**src/rtl/dres_pkg.sv**
```systemverilog
// Shared types, widths and the date comparison for the date record sorter.
package dres_pkg;

  localparam int DRES_CAPACITY = 64;
  localparam int YEAR_W        = 16;
  localparam int MONTH_W       = 4;
  localparam int DAY_W         = 5;
  localparam int TAG_W         = 16;
  localparam int REC_W         = YEAR_W + MONTH_W + DAY_W + TAG_W;
  localparam int TDATA_W       = ((REC_W + 7) / 8) * 8;

  // Declared from the top bit down so that the year sits in the lowest bits.
  typedef struct packed {
    logic [TAG_W-1:0]   tag;
    logic [DAY_W-1:0]   day;
    logic [MONTH_W-1:0] month;
    logic [YEAR_W-1:0]  year;
  } rec_t;

  // One word handed from the sequencer to the output stage.
  typedef struct packed {
    logic valid;
    logic last;
    logic ovf;
    rec_t rec;
  } emit_t;

  // True when record a's date is strictly later than record b's date.
  function automatic logic date_later(input rec_t a, input rec_t b);
    return {a.year, a.month, a.day} > {b.year, b.month, b.day};
  endfunction

endpackage

```
**src/rtl/dres_core.sv**
```systemverilog
// Record memory and the load, sort and emit sequencer.
module dres_core #(
  parameter int CAPACITY = dres_pkg::DRES_CAPACITY
) (
  input  logic           clk,
  input  logic           rst_n,
  input  logic           in_valid,
  output logic           in_ready,
  input  dres_pkg::rec_t in_rec,
  input  logic           in_last,
  input  logic           out_free,
  output dres_pkg::emit_t emit
);

  localparam int AW = (CAPACITY > 1) ? $clog2(CAPACITY) : 1;
  localparam int CW = $clog2(CAPACITY + 1);

  typedef enum logic [6:0] {
    ST_LOAD  = 7'b0000001,
    ST_FETCH = 7'b0000010,
    ST_LOADI = 7'b0000100,
    ST_SCAN  = 7'b0001000,
    ST_WB    = 7'b0010000,
    ST_EREAD = 7'b0100000,
    ST_EMIT  = 7'b1000000
  } state_t;

  dres_pkg::rec_t mem [CAPACITY];
  dres_pkg::rec_t rd_data_r;
  dres_pkg::rec_t hold_r, hold_nxt;

  state_t          state_r, state_nxt;
  logic [CW-1:0]   count_r, count_nxt;
  logic            dropped_r, dropped_nxt;
  logic [AW-1:0]   i_r, i_nxt;
  logic [AW-1:0]   j_r, j_nxt;
  logic [AW-1:0]   k_r, k_nxt;

  logic            we;
  logic [AW-1:0]   wa;
  dres_pkg::rec_t  wd;
  logic            re;
  logic [AW-1:0]   ra;
  logic [CW-1:0]   last_idx;

  assign last_idx = count_r - CW'(1);
  assign in_ready = (state_r == ST_LOAD);

  always_ff @(posedge clk) begin
    if (we) begin
      mem[wa] <= wd;
    end
    if (re) begin
      rd_data_r <= mem[ra];
    end
  end

  always_comb begin
    state_nxt   = state_r;
    count_nxt   = count_r;
    dropped_nxt = dropped_r;
    i_nxt       = i_r;
    j_nxt       = j_r;
    k_nxt       = k_r;
    hold_nxt    = hold_r;
    we          = 1'b0;
    wa          = '0;
    wd          = in_rec;
    re          = 1'b0;
    ra          = '0;
    emit        = '0;
    case (state_r)
      ST_LOAD: begin
        if (in_valid) begin
          if (count_r < CW'(CAPACITY)) begin
            we        = 1'b1;
            wa        = count_r[AW-1:0];
            count_nxt = count_r + CW'(1);
          end else begin
            dropped_nxt = 1'b1;
          end
          if (in_last) begin
            state_nxt = ST_FETCH;
          end
        end
      end
      ST_FETCH: begin
        i_nxt = '0;
        k_nxt = '0;
        if (count_r < CW'(2)) begin
          state_nxt = ST_EREAD;
        end else begin
          re        = 1'b1;
          ra        = '0;
          state_nxt = ST_LOADI;
        end
      end
      ST_LOADI: begin
        // The candidate for entry i is held in a register for the whole pass.
        hold_nxt  = rd_data_r;
        j_nxt     = i_r + AW'(1);
        re        = 1'b1;
        ra        = i_r + AW'(1);
        state_nxt = ST_SCAN;
      end
      ST_SCAN: begin
        if (dres_pkg::date_later(hold_r, rd_data_r)) begin
          we       = 1'b1;
          wa       = j_r;
          wd       = hold_r;
          hold_nxt = rd_data_r;
        end
        if (CW'(j_r) == last_idx) begin
          state_nxt = ST_WB;
        end else begin
          re    = 1'b1;
          ra    = j_r + AW'(1);
          j_nxt = j_r + AW'(1);
        end
      end
      ST_WB: begin
        we = 1'b1;
        wa = i_r;
        wd = hold_r;
        if (CW'(i_r) + CW'(2) < count_r) begin
          re        = 1'b1;
          ra        = i_r + AW'(1);
          i_nxt     = i_r + AW'(1);
          state_nxt = ST_LOADI;
        end else begin
          k_nxt     = '0;
          state_nxt = ST_EREAD;
        end
      end
      ST_EREAD: begin
        re        = 1'b1;
        ra        = k_r;
        state_nxt = ST_EMIT;
      end
      ST_EMIT: begin
        if (out_free) begin
          emit.valid = 1'b1;
          emit.rec   = rd_data_r;
          emit.last  = (CW'(k_r) == last_idx);
          emit.ovf   = dropped_r;
          if (CW'(k_r) == last_idx) begin
            count_nxt   = '0;
            dropped_nxt = 1'b0;
            state_nxt   = ST_LOAD;
          end else begin
            k_nxt     = k_r + AW'(1);
            state_nxt = ST_EREAD;
          end
        end
      end
      default: begin
        state_nxt = ST_LOAD;
      end
    endcase
  end

  always_ff @(posedge clk) begin
    if (!rst_n) begin
      state_r   <= ST_LOAD;
      count_r   <= '0;
      dropped_r <= 1'b0;
      i_r       <= '0;
      j_r       <= '0;
      k_r       <= '0;
    end else begin
      state_r   <= state_nxt;
      count_r   <= count_nxt;
      dropped_r <= dropped_nxt;
      i_r       <= i_nxt;
      j_r       <= j_nxt;
      k_r       <= k_nxt;
    end
  end

  always_ff @(posedge clk) begin
    hold_r <= hold_nxt;
  end

endmodule

```
**src/rtl/dres_out.sv**
```systemverilog
// Output register stage that holds one result word until it is taken.
module dres_out (
  input  logic            clk,
  input  logic            rst_n,
  input  dres_pkg::emit_t emit,
  output logic            out_free,
  output logic            out_valid,
  input  logic            out_ready,
  output dres_pkg::rec_t  out_rec,
  output logic            out_last,
  output logic            out_ovf
);

  logic           valid_r;
  dres_pkg::rec_t rec_r;
  logic           last_r;
  logic           ovf_r;

  assign out_free  = !valid_r || out_ready;
  assign out_valid = valid_r;
  assign out_rec   = rec_r;
  assign out_last  = last_r;
  assign out_ovf   = ovf_r;

  always_ff @(posedge clk) begin
    if (!rst_n) begin
      valid_r <= 1'b0;
    end else if (emit.valid) begin
      valid_r <= 1'b1;
    end else if (out_ready) begin
      valid_r <= 1'b0;
    end
  end

  always_ff @(posedge clk) begin
    if (emit.valid) begin
      rec_r  <= emit.rec;
      last_r <= emit.last;
      ovf_r  <= emit.ovf;
    end
  end

endmodule

```
**src/rtl/date_record_exchange_sort_top.sv**
```systemverilog
// Top level of the date record sorter.
// Records are loaded one word per cycle until a word with in_tlast arrives; words beyond
// CAPACITY are dropped and the run's words then carry out_tuser high. The stored run is
// sorted in ascending date order (year, then month, then day) by an exchange sort, then
// emitted with out_tlast on its final word, and loading resumes. All records live in one
// memory with one write and one registered read port, so the sort makes one compare per
// cycle; each sorted word is then read from memory and handed to the output register,
// once it has room, before the next is read. Input is held off from the last loaded word
// until the final sorted word sits in the output register.
module date_record_exchange_sort_top #(
  parameter int CAPACITY = dres_pkg::DRES_CAPACITY
) (
  input  logic                         clk,
  input  logic                         rst_n,
  input  logic                         in_tvalid,
  output logic                         in_tready,
  input  logic [dres_pkg::TDATA_W-1:0] in_tdata,  // year, month, day, tag
  input  logic                         in_tlast,  // last_item
  output logic                         out_tvalid,
  input  logic                         out_tready,
  output logic [dres_pkg::TDATA_W-1:0] out_tdata, // out_year, out_month, out_day, out_tag
  output logic                         out_tlast, // out_last
  output logic                         out_tuser  // overflow
);

  dres_pkg::rec_t  in_rec;
  dres_pkg::rec_t  out_rec;
  dres_pkg::emit_t emit;
  logic            out_free;

  assign in_rec    = dres_pkg::rec_t'(in_tdata[dres_pkg::REC_W-1:0]);
  assign out_tdata = dres_pkg::TDATA_W'(out_rec);

  dres_core #(
    .CAPACITY(CAPACITY)
  ) u_core (
    .clk      (clk),
    .rst_n    (rst_n),
    .in_valid (in_tvalid),
    .in_ready (in_tready),
    .in_rec   (in_rec),
    .in_last  (in_tlast),
    .out_free (out_free),
    .emit     (emit)
  );

  dres_out u_out (
    .clk       (clk),
    .rst_n     (rst_n),
    .emit      (emit),
    .out_free  (out_free),
    .out_valid (out_tvalid),
    .out_ready (out_tready),
    .out_rec   (out_rec),
    .out_last  (out_tlast),
    .out_ovf   (out_tuser)
  );

endmodule

```
**config.mk**
```make
export PLATFORM = sky130hd
export DESIGN_NAME = date_record_exchange_sort_top
export DESIGN_NICKNAME = d
export VERILOG_FILES = /design/src/rtl/dres_pkg.sv /design/src/rtl/dres_core.sv /design/src/rtl/dres_out.sv /design/src/rtl/date_record_exchange_sort_top.sv
export SDC_FILE = /design/constraint.sdc
export NUM_CORES = 2
export LEC_CHECK = 0
export ABC_AREA = 0
export BUFFER_PORTS_ARGS = -buffer_cell sky130_fd_sc_hd__buf_2
export CAP_MARGIN = 15
export CORE_MARGIN = 8
export CORE_UTILIZATION = 30
export CTS_CLUSTER_DIAMETER = 80
export DETAILED_ROUTE_END_ITERATION = 8
export GPL_ROUTABILITY_DRIVEN = 0
export GPL_TIMING_DRIVEN = 0
export PLACE_DENSITY_LB_ADDON = 0.25
export SLEW_MARGIN = 5
export SYNTH_ARGS = -nofsm -noshare
export SYNTH_HDL_FRONTEND = slang
export SYNTH_SLANG_ARGS = --single-unit
```
**constraint.sdc**
```tcl
create_clock -name clk -period 6.8 [get_ports clk]
set_input_delay 1.36 -clock clk [delete_from_list [all_inputs] [get_ports clk]]
set_output_delay 1.36 -clock clk [all_outputs]
set_load 0.01 [all_outputs]
```
==> results summary <==
The flow ran to the end, but the final reports show violations. The checks that failed: setup timing. Input and output buffers added on the ports amount to 90. The relative contribution of combinational cells to total power came out at 0.028. The normalized max-slew margin came out at 0.0718.

The area added between synthesis and finish is 18.9%. The clock-pin transition on the worst setup and hold timing paths came out at roughly 0.060 ns. The final-report hold violation count was 0. The sum of routed wire length over all layers came out at roughly 390000 µm.

The total leakage power is 43.8 nW. TritonCTS built the clock tree. The number of clock buffers inserted by TritonCTS is between 300 and 400. The required time at the worst-slack endpoint is about 7.3 ns. Among all flip-flop cells after synthesis, the most frequent one is edfxtp_1.

The global-route track usage on met2 is 0.300. The minimum clock period came out at 6.84 ns. The fraction of layout cells with a size suffix above 1 came out at 0.204.

The sequential share of power came out at 0.533. Sorting the synthesized cells by area gives the leading types as edfxtp_1 (76%), mux2i_1 (7.1%), mux4_2 (5.5%). Of the total power, the share spent switching nets is 0.211. The share of the Yosys chip area taken by registers is 0.770.

The CTS root buffer is clkbuf_16. The clock arrives with between 0.04 and 0.05 ns of skew. The critical path goes through ha_1 > nand3_1 > xnor2_1 > ha_1 > nand4_1 > o21ai_0 > o221ai_1 > or2_2 > buf_2 > buf_6 > nand3_2 > clkdlybuf4s15_2 > o22ai_1 > o21ai_0 > nand4_1 > or2_1. The transition at the pin with the smallest max-transition slack is between 1 and 1.5 ns. For this run, the share of the core covered by cells in the final layout is 0.358. The number of standard-cell rows in the floorplan is 220. The max-capacitance violation count came out at 0. The maximum fanout along the worst path came out at 10. Detailed placement finished with a half-perimeter wire length of roughly 280000 µm. After synthesis the netlist holds a flip-flop and latch count of 2783.

In this design, the stage delay of the slowest critical-path cell is between 0.8 and 0.9 ns. The remaining antenna violation count is 0. The share of the clock period used by the worst path is 1.01.

For this run, asynchronously set or reset flops after synthesis account for 0. The first global-routing pass estimated 521000 µm of wire. Entering global routing, the biggest net connects 65 pins.

The number of global-route vias before repair is between 50000 and 60000. For met3 alone, demand over resource in global routing was 0.0533. The standard cell with the maximum stage delay on the critical path is o21ai_0. The setup TNS after final layout came out at -0.0367 ns.

The kind of path behind the tightest hold check is flop to flop. The clock tree buffer depth is 4. The floorplan step set the die height to 616 µm. Synthesis produced around 5600 cells. edfxtp_1 takes more of the synthesized area than any other cell. The non-filler instance count after layout is about 11000. The maximum vdd drop is about 0.18 mV. The number of buffers and inverters on the critical path is 3. The initial core utilization came out at 0.301.

Leaving out fill and tap cells, the most frequent cell in the layout is edfxtp_1. The width of the die is 616 µm. The core region area is approximately 360000 µm². The detailed-routing iteration count for the pre-antenna-repair pass came out at 6. The number of synthesized flops with an enable pin came out at 2749. The internal cell power came out at about 0.028 W. Setup repair after global routing left no endpoint under its margin. For this run, the total global-route usage over all layers was measured as 0.199. The clock drives 2783 sinks.

The switching power of the nets is roughly 0.0075 W. In the post-route analysis, the smallest setup slack over all paths is -0.0367 ns. The worst setup path is launched from a flop. The H-tree generated during clock tree synthesis spans 5 levels. The mean instance size in the synthesized netlist came out at approximately 19 µm². Among cell families on the critical path, the largest total delay comes from simple AND/OR/NAND/NOR gates. The first-iteration detailed-routing DRC count came out at between 9000 and 10000. The placed instance count is 10700.

Power spread over the standard cell area amounts to around 280 nW/µm². The highest clock frequency the design can meet is 0.146 GHz. Of the total power, the clock network draws 0.439.

The worst endpoint data arrival time came out at 7.34 ns. The smallest hold slack came out at roughly 0.45 ns. In this run the most used layer during global routing was met2. The final number of setup-violating endpoints came out at 1. The count of final max-slew check failures is 0.

The count of nets after finishing is 6326. The area fraction of the dominant cell type after synthesis is 0.764. The total global routing overflow is 0. The post-synthesis instance area came out at roughly 110000 µm². The final routed DRC violation total is 0. The global routing met1 resource utilization came out at 0.274. The number of warning messages in the yosys log came out at 0. Pin placement for this block handled between 100 and 150 I/O pins. The routed length per placed instance is 34.9 µm. The clock reaches the later pin of the worst-skew pair after just under 0.9 ns. After detailed routing, the number of vias per cell comes to roughly 5.4.

The worst setup path is of the flop to flop kind. In the layout the commonest cells are edfxtp_1 (2749), mux2i_1 (765), o22ai_1 (381). The die area is about 380000 µm². The post-synthesis cell type count came out at 75. The total via count after detailed routing came out at approximately 61000. STA classifies the critical path endpoint as a flop.

The post-placement setup slack came out at -1.20 ns. The number of antenna violations at the first check in global routing came out at 32. The number of hold buffers added after CTS is 0.
registers in the layout, summed over array words and instances (netlist names), 7 cells and up:
name	flops
u_out.out_rec	41
u_core.mem	2624
u_core.state_r	7
u_core.count_r	7
u_core.hold_r	41
u_core.rd_data_r	41
worst paths after layout:
path,from,end,slack (ns),cells past startpoint
hold / removal,u_core.rd_data_r[27]$_DFFE_PP_,u_core.hold_r[27]$_DFFE_PP_,0.45,0
hold reg to reg,u_core.rd_data_r[27]$_DFFE_PP_,u_core.hold_r[27]$_DFFE_PP_,0.45,0
setup reg to reg,u_core.i_r[2]$_SDFFE_PN0P_,u_core.rd_data_r[2]$_DFFE_PP_,-0.04,16
setup / recovery,u_core.i_r[2]$_SDFFE_PN0P_,u_core.rd_data_r[2]$_DFFE_PP_,-0.04,16
layout make-up:
class                   count  area [µm²]
flip-flops and latches   2783       83200
repair buffers            288        4430
clock inverters           143        1070
fillers                 33400      230000
multi-input cells        2490       23700
diodes                      6        15.0
well taps                4773        5970
plain buffers             330        1900
inverters                  41         154
clock buffers             386        8080
Yosys cell counts (all sizes together), types with 5 or more instances:
cell	instances
mux2i	765
xor2	15
or2	35
nand2b	7
nor2b	12
inv	41
a221oi	7
nand3b	5
and2	8
and3	24
a21o	16
nor2	132
buf	232
o211ai	6
dfxtp	34
nor4	17
nor3	34
xnor2	17
a211oi	8
o221ai	5
a31oi	8
a21oi	47
a22o	11
nand4	79
or3	6
mux4	265
clkbuf	99
a22oi	126
ha	37
o21ai	179
o22ai	382
edfxtp	2749
nand3	35
and4	5
mux2	40
a32oi	20
or3b	5
nand2	87
power groups by stage:
stage / registers (W) / logic, W / clock network, W
finish: 0.0189 / 0.000977 / 0.0156
global placement: 0.0193 / 0.000808 / 0
CTS: 0.0189 / 0.000941 / 0.0158
detailed placement: 0.0193 / 0.000937 / 0
global route: 0.0189 / 0.000996 / 0.0164
floorplan: 0.0193 / 0.000363 / 0
routing by layer:
metal,up-vias,wire length (µm)
met5,-,142
met4,20,17700
met2,3518,172000
met3,678,42500
li1,24400,-
met1,32500,161000
kinds of logic (layout without fill, tap and decap cells):
| group | count (synthesis) | count (layout) | synth area share |
|---|---|---|---|
| compound gates | 841 | 841 | 0.0496 |
| xor+xnor | 34 | 34 | 0.00301 |
| fa+ha+maj | 37 | 37 | 0.00428 |
| buf+inv | 372 | 1188 | 0.0180 |
| flops | 2783 | 2783 | 0.770 |
| mux | 1070 | 1070 | 0.130 |
| other cells | 1 | 13 | 0.0000347 |
| simple gates | 501 | 501 | 0.0246 |
timing repair:
action,in CTS,in global routing
resized for setup,30,48
pin swaps,8,10
hold endpoints to repair,0,0
buffers inserted,0,1
endpoints found under the setup margin,30,28
stage by stage:
| step | total power, W | instance area, µm² |
|---|---|---|
| 2_1_floorplan | 0.0197 | 108000 |
| 3_5_place_dp | 0.0202 | 119000 |
| 4_1_cts | 0.0357 | 128000 |
| 6_report | 0.0355 | 129000 |
| 5_1_grt | 0.0363 | 129000 |
| 3_3_place_gp | 0.0201 | 115000 |
No activity file was read; power rests on OpenSTA's default activity.
